--- config.mk ---
export PLATFORM = sky130hd
export DESIGN_NAME = fifo_ordered_resource_lock_top_flat
export DESIGN_NICKNAME = d
export VERILOG_FILES = /design/src/sv/fol_pkg.sv /design/src/sv/fol_req_if.sv /design/src/sv/fol_rsp_if.sv /design/src/sv/fifo_ordered_resource_lock_top.sv /design/src/sv/fol_ctrl.sv /design/src/sv/fol_dp.sv /design/src/flat_wrapper.sv
export SDC_FILE = /design/constraint.sdc
export NUM_CORES = 1
export LEC_CHECK = 0
export BUFFER_PORTS_ARGS = -buffer_cell sky130_fd_sc_hd__buf_4
export CAP_MARGIN = 10
export CORE_AREA = 2 2 89 91
export DETAILED_ROUTE_END_ITERATION = 16
export DIE_AREA = 0 0 91 93
export PLACE_DENSITY = 0.71
export SETUP_SLACK_MARGIN = 0.3
export SYNTH_ARGS = -nofsm -noshare
export SYNTH_HDL_FRONTEND = slang
export SYNTH_SLANG_ARGS = --single-unit
--- constraint.sdc ---
create_clock -name clk -period 6.8 [get_ports clk]
set_input_delay 0.34 -clock clk [delete_from_list [all_inputs] [get_ports clk]]
set_output_delay 0.34 -clock clk [all_outputs]
set_load 0.03 [all_outputs]
--- src/sv/fol_pkg.sv ---
// Package for the first-come lock: command and status codes, control struct.
// No dependencies; used by every module of the block.
package fol_pkg;

  localparam logic CMD_ACQUIRE = 1'b0;
  localparam logic CMD_RELEASE = 1'b1;

  localparam logic [2:0] ST_GRANTED  = 3'd0;
  localparam logic [2:0] ST_QUEUED   = 3'd1;
  localparam logic [2:0] ST_HANDED   = 3'd2;
  localparam logic [2:0] ST_FREED    = 3'd3;
  localparam logic [2:0] ST_REJECTED = 3'd4;

  localparam logic [3:0] COUNT_MAX = 4'd15;

  // Controller commands to the datapath
  typedef struct packed {
    logic take;   // request accepted this cycle
    logic load;   // load the output register
  } fol_ctrl_t;

endpackage

--- src/sv/fol_req_if.sv ---
// Request channel of the lock: valid/ready handshake with command and id.
// No dependencies.
interface fol_req_if;
  logic       valid;
  logic       ready;
  logic       cmd;
  logic [3:0] requester_id;

  modport source (output valid, output cmd, output requester_id, input ready);
  modport sink (input valid, input cmd, input requester_id, output ready);
endinterface

--- src/sv/fol_rsp_if.sv ---
// Result channel of the lock: valid/ready handshake with status and counts.
// No dependencies.
interface fol_rsp_if;
  logic       valid;
  logic       ready;
  logic [2:0] status;
  logic [3:0] woken_id;
  logic [3:0] waiting_count;

  modport source (output valid, output status, output woken_id, output waiting_count,
                  input ready);
  modport sink (input valid, input status, input woken_id, input waiting_count,
                output ready);
endinterface

--- src/sv/fifo_ordered_resource_lock_top.sv ---
// First-come lock for one shared resource. An acquire is granted when the
// resource is free and nobody waits, otherwise its id joins a ring of
// QUEUE_SLOTS entries (one slot kept empty; a full ring rejects). A release
// hands the resource to the oldest waiter or frees it. Each request has two steps:
// it is accepted and the ring is read into a register, then the result is loaded
// into the output register once that is free or being read. A new request is
// accepted while a result still waits on rsp, but not before the last is loaded.
// Depends on fol_pkg, fol_req_if, fol_rsp_if, fol_ctrl, fol_dp.
module fifo_ordered_resource_lock_top #(
  parameter int QUEUE_SLOTS = 16
) (
  input logic      clk,
  input logic      rst,
  fol_req_if.sink  req,
  fol_rsp_if.source rsp
);

  fol_pkg::fol_ctrl_t ctrl;

  fol_ctrl u_ctrl (
    .clk       (clk),
    .rst       (rst),
    .in_valid  (req.valid),
    .in_ready  (req.ready),
    .out_valid (rsp.valid),
    .out_ready (rsp.ready),
    .ctrl      (ctrl)
  );

  fol_dp #(
    .QUEUE_SLOTS (QUEUE_SLOTS)
  ) u_dp (
    .clk           (clk),
    .rst           (rst),
    .ctrl          (ctrl),
    .cmd           (req.cmd),
    .requester_id  (req.requester_id),
    .status        (rsp.status),
    .woken_id      (rsp.woken_id),
    .waiting_count (rsp.waiting_count)
  );

endmodule

--- src/sv/fol_ctrl.sv ---
// Controller of the lock: accept/load sequencing and output valid flag.
// Depends on fol_pkg.
module fol_ctrl (
  input  logic              clk,
  input  logic              rst,
  input  logic              in_valid,
  output logic              in_ready,
  output logic              out_valid,
  input  logic              out_ready,
  output fol_pkg::fol_ctrl_t ctrl
);

  localparam logic S_IDLE = 1'b0;
  localparam logic S_LOAD = 1'b1;

  logic state;
  logic state_next;
  logic out_valid_next;

  assign in_ready  = (state == S_IDLE);
  assign ctrl.take = in_valid && in_ready;
  assign ctrl.load = (state == S_LOAD) && (!out_valid || out_ready);

  always_comb begin
    state_next = state;
    unique case (state)
      S_IDLE: if (ctrl.take) state_next = S_LOAD;
      S_LOAD: if (ctrl.load) state_next = S_IDLE;
      default: state_next = S_IDLE;
    endcase
  end

  always_comb begin
    priority if (ctrl.load) begin
      out_valid_next = 1'b1;
    end else if (out_ready) begin
      out_valid_next = 1'b0;
    end else begin
      out_valid_next = out_valid;
    end
  end

  always_ff @(posedge clk) begin
    if (rst) begin
      state     <= S_IDLE;
      out_valid <= 1'b0;
    end else begin
      state     <= state_next;
      out_valid <= out_valid_next;
    end
  end

endmodule

--- src/sv/fol_dp.sv ---
// Datapath of the lock: wait ring memory, pointers, busy flag, output register.
// Depends on fol_pkg.
module fol_dp #(
  parameter int QUEUE_SLOTS = 16
) (
  input  logic               clk,
  input  logic               rst,
  input  fol_pkg::fol_ctrl_t ctrl,
  input  logic               cmd,
  input  logic [3:0]         requester_id,
  output logic [2:0]         status,
  output logic [3:0]         woken_id,
  output logic [3:0]         waiting_count
);

  localparam int PTR_W = $clog2(QUEUE_SLOTS);
  localparam int CNT_W = (PTR_W + 1 < 5) ? 5 : PTR_W + 1;
  localparam logic [PTR_W-1:0] LAST = PTR_W'(QUEUE_SLOTS - 1);

  logic [3:0]       ring [QUEUE_SLOTS];
  logic [3:0]       rd_data;
  logic [PTR_W-1:0] rp;
  logic [PTR_W-1:0] wp;
  logic             busy;
  logic [2:0]       st_q;

  logic [PTR_W-1:0] rp_adv;
  logic [PTR_W-1:0] wp_adv;
  logic             empty;
  logic             full;
  logic [2:0]       st_new;
  logic [CNT_W-1:0] diff;

  assign rp_adv = (rp == LAST) ? '0 : rp + 1'b1;
  assign wp_adv = (wp == LAST) ? '0 : wp + 1'b1;
  assign empty  = (rp == wp);
  assign full   = (wp_adv == rp);

  always_comb begin
    if (cmd == fol_pkg::CMD_ACQUIRE) begin
      priority if (!busy && empty) st_new = fol_pkg::ST_GRANTED;
      else if (full)               st_new = fol_pkg::ST_REJECTED;
      else                         st_new = fol_pkg::ST_QUEUED;
    end else begin
      st_new = empty ? fol_pkg::ST_FREED : fol_pkg::ST_HANDED;
    end
  end

  // ring occupancy, wrap-aware for any slot count
  always_comb begin
    if (wp >= rp) begin
      diff = CNT_W'(wp) - CNT_W'(rp);
    end else begin
      diff = CNT_W'(wp) + CNT_W'(QUEUE_SLOTS) - CNT_W'(rp);
    end
  end

  always_ff @(posedge clk) begin
    if (rst) begin
      rp   <= '0;
      wp   <= '0;
      busy <= 1'b0;
    end else if (ctrl.take) begin
      unique case (st_new)
        fol_pkg::ST_GRANTED: busy <= 1'b1;
        fol_pkg::ST_QUEUED:  wp   <= wp_adv;
        fol_pkg::ST_HANDED:  rp   <= rp_adv;
        fol_pkg::ST_FREED:   busy <= 1'b0;
        default: ;
      endcase
    end
  end

  // ring write and registered read of the oldest waiter
  always_ff @(posedge clk) begin
    if (ctrl.take) begin
      if (st_new == fol_pkg::ST_QUEUED) ring[wp] <= requester_id;
      rd_data <= ring[rp];
      st_q    <= st_new;
    end
  end

  always_ff @(posedge clk) begin
    if (ctrl.load) begin
      status        <= st_q;
      woken_id      <= (st_q == fol_pkg::ST_HANDED) ? rd_data : 4'd0;
      waiting_count <= (diff > CNT_W'(fol_pkg::COUNT_MAX)) ? fol_pkg::COUNT_MAX : diff[3:0];
    end
  end

endmodule

--- src/flat_wrapper.sv ---
// flat-port wrapper written by rule: the top's interface ports become plain ports
module fifo_ordered_resource_lock_top_flat 
#(
  parameter int QUEUE_SLOTS = 16
)
  (clk, rst, req_valid, req_cmd, req_requester_id, req_ready, rsp_valid, rsp_status, rsp_woken_id, rsp_waiting_count, rsp_ready);
  fol_req_if req_i ();
  fol_rsp_if rsp_i ();
  input logic clk;
  input logic rst;
  input wire logic [$bits(req_i.valid)-1:0] req_valid;
  input wire logic [$bits(req_i.cmd)-1:0] req_cmd;
  input wire logic [$bits(req_i.requester_id)-1:0] req_requester_id;
  output wire logic [$bits(req_i.ready)-1:0] req_ready;
  output wire logic [$bits(rsp_i.valid)-1:0] rsp_valid;
  output wire logic [$bits(rsp_i.status)-1:0] rsp_status;
  output wire logic [$bits(rsp_i.woken_id)-1:0] rsp_woken_id;
  output wire logic [$bits(rsp_i.waiting_count)-1:0] rsp_waiting_count;
  input wire logic [$bits(rsp_i.ready)-1:0] rsp_ready;
  assign req_i.valid = req_valid;
  assign req_i.cmd = req_cmd;
  assign req_i.requester_id = req_requester_id;
  assign req_ready = req_i.ready;
  assign rsp_valid = rsp_i.valid;
  assign rsp_status = rsp_i.status;
  assign rsp_woken_id = rsp_i.woken_id;
  assign rsp_waiting_count = rsp_i.waiting_count;
  assign rsp_i.ready = rsp_ready;
  fifo_ordered_resource_lock_top #(.QUEUE_SLOTS(QUEUE_SLOTS)) u_core (.clk(clk), .rst(rst), .req(req_i), .rsp(rsp_i));
endmodule
==> summary.txt, run 1 <==
Clock network
  – Total clock sinks: 93
  – Resize count post-CTS: 0
  – Worst skew pair latency: roughly 370 ps
  – Clk slew on worst S/H paths: 100 ps
  – TritonCTS Buffers: 9
  – Postcts setup bufs: 0
  – Post-CTS Hold Buffers: 0
  – CTS tree: built
  – Number of H-tree levels: 3
  – Root Driver: clkbuf_8
  – Max clock buf depth: 2

Logic synthesis
  – Synth top area cells: edfxtp_1, mux4_2, dfxtp_1, ha_1, and3_1
  – Post-synthesis mux area share: 10.37%
  – Synth Area in Compound Gates: roughly 4.7%
  – Top-area cell type share of the netlist area: between 60% and 70%
  – Main combinational cell family by area after synthesis: multiplexers
  – Yosys warning total: 0
  – Adder-Cell Fraction of Synth Area: ~3.3%
  – EDFF count, synth: 82
  – Syn nets: approximately 280
  – Avg Cell Area, Syn: 15.50 µm²
  – Main synth FF type: edfxtp_1
  – Post-synthesis sequential area ratio: slightly below 70%
  – Most common cell in the synthesized netlist: edfxtp_1
  – Xor-xnor portion of the synthesized cell area: under 10%
  – FF+latch count, synth: 93
  – Synth Area in Simple Gates: 10.30%
  – Syn Inst Count: 257
  – Top cell type by total area after synthesis: edfxtp_1
  – Count of cell types in the netlist: 40
  – FFs w/ async S/R, synth: 0%
  – Most frequent cells after synthesis: edfxtp_1, nand2_1, and3_1, mux4_2, nor2_1
  – Mapped cell area: around 0.004 mm²

Worst setup path
  – CP endpoint kind: flop
  – Crit path required time: ~7000 ps
  – Register-to-register setup slack: ~3800 ps
  – Crit Reg-Reg Startpoint: u_core.u_dp.rp[2]
  – Worst setup SP type: flop
  – Critical path class: reg -> reg
  – Worst Setup SP: u_core.u_dp.rp[2]
  – Arrival @ worst endpoint: between 3000 and 4000 ps
  – Crit-path max FO: 17

Timing
  – Fin crit share: 44.25%
  – Slew @ Worst Pin: ~1100 ps
  – Endpoints failing setup: 0
  – Final min period: 3009 ps
  – Hold Slack: between 150 and 200 ps
  – Slew headroom: ~28%
  – Worst Skew: between 9 and 10 ps
  – Fmax: 332.3 MHz
  – Setup repair after global routing missed its margin: no
  – Setup TNS Final: 0 ps
  – Hold Fails Final Rpt: 0
  – Pins over their slew limit: 0

Pwr
  – Power Total: approximately 1000 µW
  – Leakage power: between 0.0015 and 0.002 µW
  – Peak supply drop: about 0.14 mV
  – Pwr Density: 234.1 mW/mm²

Routing
  – DRC Markers: 0
  – DR pass1 iterations: 4
  – Vias: between 2000 and 2500
  – Wirelength, routed: slightly below 7000 µm
  – WL per Instance: between 15 and 20 µm
  – Initial drt markers: between 100 and 150
  – Vias per cell: approximately 5.5
  – Antenna-violating nets left: 0

Floorplan
  – Die span in y: about 93 µm
  – Die width: around 91 µm
  – IO Pins: 22
  – Starting density of the core: between 50% and 60%
  – Core region area: 0.007527 mm²
  – Site row count: 32
  – Die Area: between 0.008 and 0.009 mm²

Final layout
  – Post-layout util: between 50% and 60%
  – Final Instance Area: ~0.0045 mm²
  – FILL cells: just under 600
  – Antenna Diode Count: 0
  – Layout cells sized above 1: roughly a fifth
  – Area Overhead vs Synth: 11.75%
  – Nets: 301

Placement
  – Dpl cell area: approximately 0.0042 mm²
  – I/O Buffers: 21
  – Final Wtd Congestion: around 0.88
  – Dpl hpwl: roughly 4800 µm

Global routing
  – Largest net degree at the start of global routing: 22
  – First-pass GRT wire length: roughly 11000 µm
  – All-Layer GR Usage: 17.35%
  – Total grt overflow: 0
  – Number of global-route vias before repair: 2044
  – Initial antenna violation count: 0

Job
  – Max Cap Viol: 0

Worst hold path
  – Hold Path Class: in -> reg
  – Worst hold start: req_cmd

Status
  – Status: complete, no violations
-- layer usage --
layer / vias up / part of all wire, % / global-route usage (%)
li1: 1018 / - / -
met1: 1028 / 44 / 22.68
met2: 75 / 47 / 26.85
met3: 15 / 6.1 / 6.366
met4: 0 / 2.2 / 6.566
met5: - / 0 / 0
-- critical path: stages, from the launching register on --
cell and delay, ps:
dfxtp_1 730, inv_1 270, ha_1 430, nand4_1 230
o21ai_1 200, a2111oi_4 540, and2_1 310
-- registers in the layout, summed over array words and instances, names as in the netlist --
| register | cells |
|---|---|
| u_core.u_ctrl.out_valid | 1 |
| u_core.u_ctrl.state | 1 |
| u_core.u_dp.busy | 1 |
| u_core.u_dp.rd_data | 4 |
| u_core.u_dp.ring | 64 |
| u_core.u_dp.rp | 4 |
| u_core.u_dp.st_q | 3 |
| u_core.u_dp.status | 3 |
| u_core.u_dp.waiting_count | 4 |
| u_core.u_dp.woken_id | 4 |
| u_core.u_dp.wp | 4 |
-- cell usage in the layout (no fill, tap or decap), drive strengths merged --
| cell type | instances |
|---|---|
| mux4 | 16 |
| nor3b | 1 |
| o2111ai | 1 |
| xor2 | 2 |
| xnor2 | 5 |
| fa | 1 |
| nand2 | 23 |
| clkinvlp | 1 |
| nor2 | 13 |
| inv | 17 |
| a21oi | 4 |
| a311oi | 2 |
| mux2 | 2 |
| nor3 | 2 |
| clkinv | 3 |
| and3 | 16 |
| a211o | 1 |
| a31oi | 5 |
| a21o | 1 |
| dfxtp | 11 |
| nand3 | 2 |
| and4b | 1 |
| nand4 | 2 |
| a2111oi | 1 |
| o21a | 1 |
| o22ai | 1 |
| edfxtp | 82 |
| buf | 23 |
| mux2i | 3 |
| a211oi | 4 |
| o31ai | 1 |
| nor2b | 6 |
| clkbuf | 9 |
| o21ai | 1 |
| nand2b | 4 |
| and2 | 10 |
| ha | 9 |
-- through the flow --
step,cells,setup slack (ps)
floorplan,257,4141
global placement,372,3660
detailed placement,372,3628
CTS,388,3624
global route,389,3559
finish,389,3791
-- final timing paths --
path	cells past startpoint	end
max	6	u_core.u_dp.ring[7][0]
min	2	u_core.u_dp.busy
min reg2reg	0	u_core.u_dp.status[1]
max reg2reg	6	u_core.u_dp.ring[7][0]
-- logic make-up (layout without fill, tap and decap cells) --
logic type                 Yosys count  count (layout)
AOI/OAI and AO/OA                   23              23
xor gates and xnor gates             7               7
adders and majority gates           10              10
buffers and inverters               23              53
DFF                                 93              93
muxes                               21              21
and+or+nand+nor                     80              80
-- report_power, final --
group | switching [µW] | internal (µW) | leakage, µW
clock | 207 | 141 | 0.0000938
sequential | 4.14 | 631 | 0.000837
combinational | 37.3 | 21.2 | 0.000638
-- area by class of cell --
cell class / count / area [µm²] / area share (%)
clock buffers: 9 / 123.9 / 2.783
clock inverters: 7 / 65.06 / 1.462
inverters: 14 / 52.55 / 1.181
multi-input cells: 141 / 1206 / 27.10
flip-flops and latches: 93 / 2683 / 60.28
well taps: 102 / 127.6 / 2.868
repair buffers: 23 / 192.7 / 4.329
No activity file was read; power rests on OpenSTA's default activity.
==> inputs of run 2 (changes only) <==
Settings changed: PLACE_DENSITY 0.71 to 0.74.
Clock period 6.8 ns to 2.6 ns, I/O delays scaled along.
==> run 2 against run 1 <==
  * Total power rose to 2.6 times the previous value
  * Flip-flop and latch count did not move
  * Critical path type unchanged
  * Routed wire length rose by 2.8%
  * Largest cell class unchanged
  * Core utilization rose by 1.9 points
  * Clock-buffer cell count did not move
  * Final area rose by 3.3%
  * Clock power rose to 2.6 times the previous value
  * Highest routed layer unchanged
  * Largest power group unchanged
  * Critical endpoint is now u_core.u_dp.ring[11][1]
  * Worst setup slack got worse by 3400 ps
==> summary.txt, run 2 (synthesis gave the netlist of run 1 again) <==
Worst setup path
  – R2r endpoint: u_core.u_dp.ring[11][1]
  – FF-to-FF path depth: 7 (+1)
  – Crit Reg-Reg Startpoint: u_core.u_dp.wp[1]
  – Crit-path max FO: 8 (-9)
  – Worst Setup SP: u_core.u_dp.wp[1]
  – Critical path class: reg -> reg
  – Register-to-register setup slack: 390 ps (-3400 ps)
  – CP endpoint kind: flop
  – Worst setup SP type: flop
  – Worst setup path endpoint: u_core.u_dp.ring[11][1]
  – Crit path required time: 2660 ps (-4220 ps)
  – Arrival @ worst endpoint: 2270 ps (-820 ps)

Timing
  – Hold Fails Final Rpt: 0 (unchanged)
  – Setup TNS Final: 0 ps (unchanged)
  – Endpoints failing setup: 0 (unchanged)
  – Setup repair after global routing missed its margin: no
  – Hold Slack: 66.42 ps (-114.3 ps)
  – Slew @ Worst Pin: 399.2 ps (-681.1 ps)
  – Pins over their slew limit: 0 (unchanged)
  – Final min period: 2214 ps (-795.1 ps)
  – Slew headroom: 73.33% (+45 points)
  – Fin crit share: 85.15% (+41 points)
  – Worst Skew: 9.529 ps (+0.4232 ps)
  – Fmax: 451.7 MHz (+36%)

Floorplan
  – Die span in y: 93 µm (unchanged)
  – Die Area: 0.008463 mm² (unchanged)
  – IO Pins: 22 (unchanged)
  – Starting density of the core: 52.91% (unchanged)
  – Die width: 91 µm (unchanged)
  – Core region area: 0.007527 mm² (unchanged)
  – Site row count: 32 (unchanged)

Final layout
  – Commonest cells after routing, fill and taps aside: edfxtp_1, buf_4, nand2_1
  – Area Overhead vs Synth: 15.43%
  – Nets: 311 (+3.3%)
  – Largest reg by FF count: u_core.u_dp.ring
  – Max reg flops: 64 (unchanged)
  – Commonest non-fill, non-tap cell in the layout: edfxtp_1
  – Antenna Diode Count: 0 (unchanged)
  – Post-layout util: 61.07% (+1.9 points)
  – Layout cells sized above 1: 31.76% (+11 points)

Placement
  – Final Wtd Congestion: 0.8106 (-7.7%)
  – Dpl hpwl: 4949 µm (+3.2%)
  – I/O Buffers: 21 (unchanged)

Routing
  – Antenna-violating nets left: 0 (unchanged)
  – Vias per cell: 5.475 (-0.29%)
  – DR pass1 iterations: 4 (unchanged)
  – Initial drt markers: 112 (-24%)
  – DRC Markers: 0 (unchanged)
  – Vias: 2179 (+2.0%)
  – Wirelength, routed: 7055 µm (+2.8%)
  – WL per Instance: 17.73 µm (+0.49%)

Status
  – Status: complete, no violations

Clock network
  – Clk slew on worst S/H paths: 80 ps (-20 ps)
  – Root Driver: clkbuf_8
  – Worst skew pair latency: 350 ps (-20 ps)
  – TritonCTS Buffers: 9 (unchanged)
  – Number of H-tree levels: 3 (unchanged)
  – Max clock buf depth: 2 (unchanged)
  – Total clock sinks: 93 (unchanged)
  – CTS tree: built

Pwr
  – Peak supply drop: 0.2907 mV (+100%)
  – Sequential Power Share: 60.5% (-0.5 points)
  – Pwr Density: 597.3 mW/mm² (+160%)
  – Comb pwr share: 6.0% (+0.4 points)
  – Power Total: 2746 µW (+160%)
  – Clk network pwr share: 33.5% (about the same)
  – Sw Ratio: 21.67% (-2.2 points)
  – Net switching power: 594.9 µW (+140%)
  – Int Pwr: 2151 µW (+170%)
  – Leakage power: 0.001610 µW (+2.6%)

Global routing
  – Number of global-route vias before repair: 2186 (+6.9%)
  – Largest net degree at the start of global routing: 21 (-4.5%)
  – All-Layer GR Usage: 17.92% (+0.57 points)
  – Initial antenna violation count: 0 (unchanged)
  – First-pass GRT wire length: 11310 µm (+5.3%)
  – Total grt overflow: 0 (unchanged)

Job
  – Max Cap Viol: 0 (unchanged)

Worst hold path
  – Hold Path Class: in -> reg
[run 2: cell types whose count changed in the layout (fill, tap and decap cells not counted), sizes merged]
cell / before / now
clkinvlp: 1 / 0
bufinv: 0 / 1
clkinv: 3 / 4
inv: 17 / 15
dlygate4sd3: 0 / 1
buf: 23 / 32
[run 2: worst min-delay path by stage]
stage | slack [ps] | end | cells past startpoint | from
after global routing | 70 | u_core.u_dp.rp[2] | 2 | rst
after detailed placement | 350 | u_core.u_dp.st_q[1] | 1 | req_cmd
final | 70 | u_core.u_dp.rp[2] | 2 | rst
after global placement | 350 | u_core.u_dp.busy | 2 | req_cmd
after floorplan | 230 | u_core.u_dp.busy | 1 | req_cmd
after CTS | 50 | u_core.u_dp.rp[2] | 2 | rst
[run 2: final cells by class]
class | instances | area, µm²
clock buffer | 9 | 123.9
clock inverter | 6 | 62.56
sequential | 93 | 2689
multi-input combinational | 141 | 1287
inverter | 14 | 52.55
fill | 585 | 2930
tap | 102 | 127.6
timing repair buffer | 33 | 254.0
[run 2: power groups by stage]
stage	Clock, µW	Combinational, µW	Sequential [µW]
2_1_floorplan	0	69.7	1720
3_3_place_gp	0	161	1700
3_5_place_dp	0	164	1700
4_1_cts	934	165	1660
5_1_grt	997	179	1660
6_report	920	165	1660
[run 2: what timing repair did]
item	4_1_cts	5_1_grt
endpoints found under the hold margin	2	0
setup buffers	2	1
pin swaps	2	1
gates cloned	0	0
endpoints found under the setup margin	65	65
hold buffers	1	0
resized for setup	4	12
[run 2: metal layers]
metal,wire length (µm),GRT usage [%]
met1,3112,24.03
met3,336,3.304
met2,3494,29.75
met4,112,6.439
met5,0,0
[run 2: worst max-delay path, cell delays in order, from the launching register on]
cell	delay [ps]
dfxtp_4	400
ha_2	210
inv_1	90
a311oi_2	350
xnor2_2	150
a2111oi_4	340
buf_4	190
and2_2	190
[run 2: metrics by stage]
stage	setup slack [ps]	cell area [µm²]	std cells
after detailed placement	134.3	4343	379
after global placement	249.9	4343	379
after floorplan	307.9	4049	257
after global routing	288.8	4597	398
after CTS	306.4	4567	397
final	386.1	4597	398
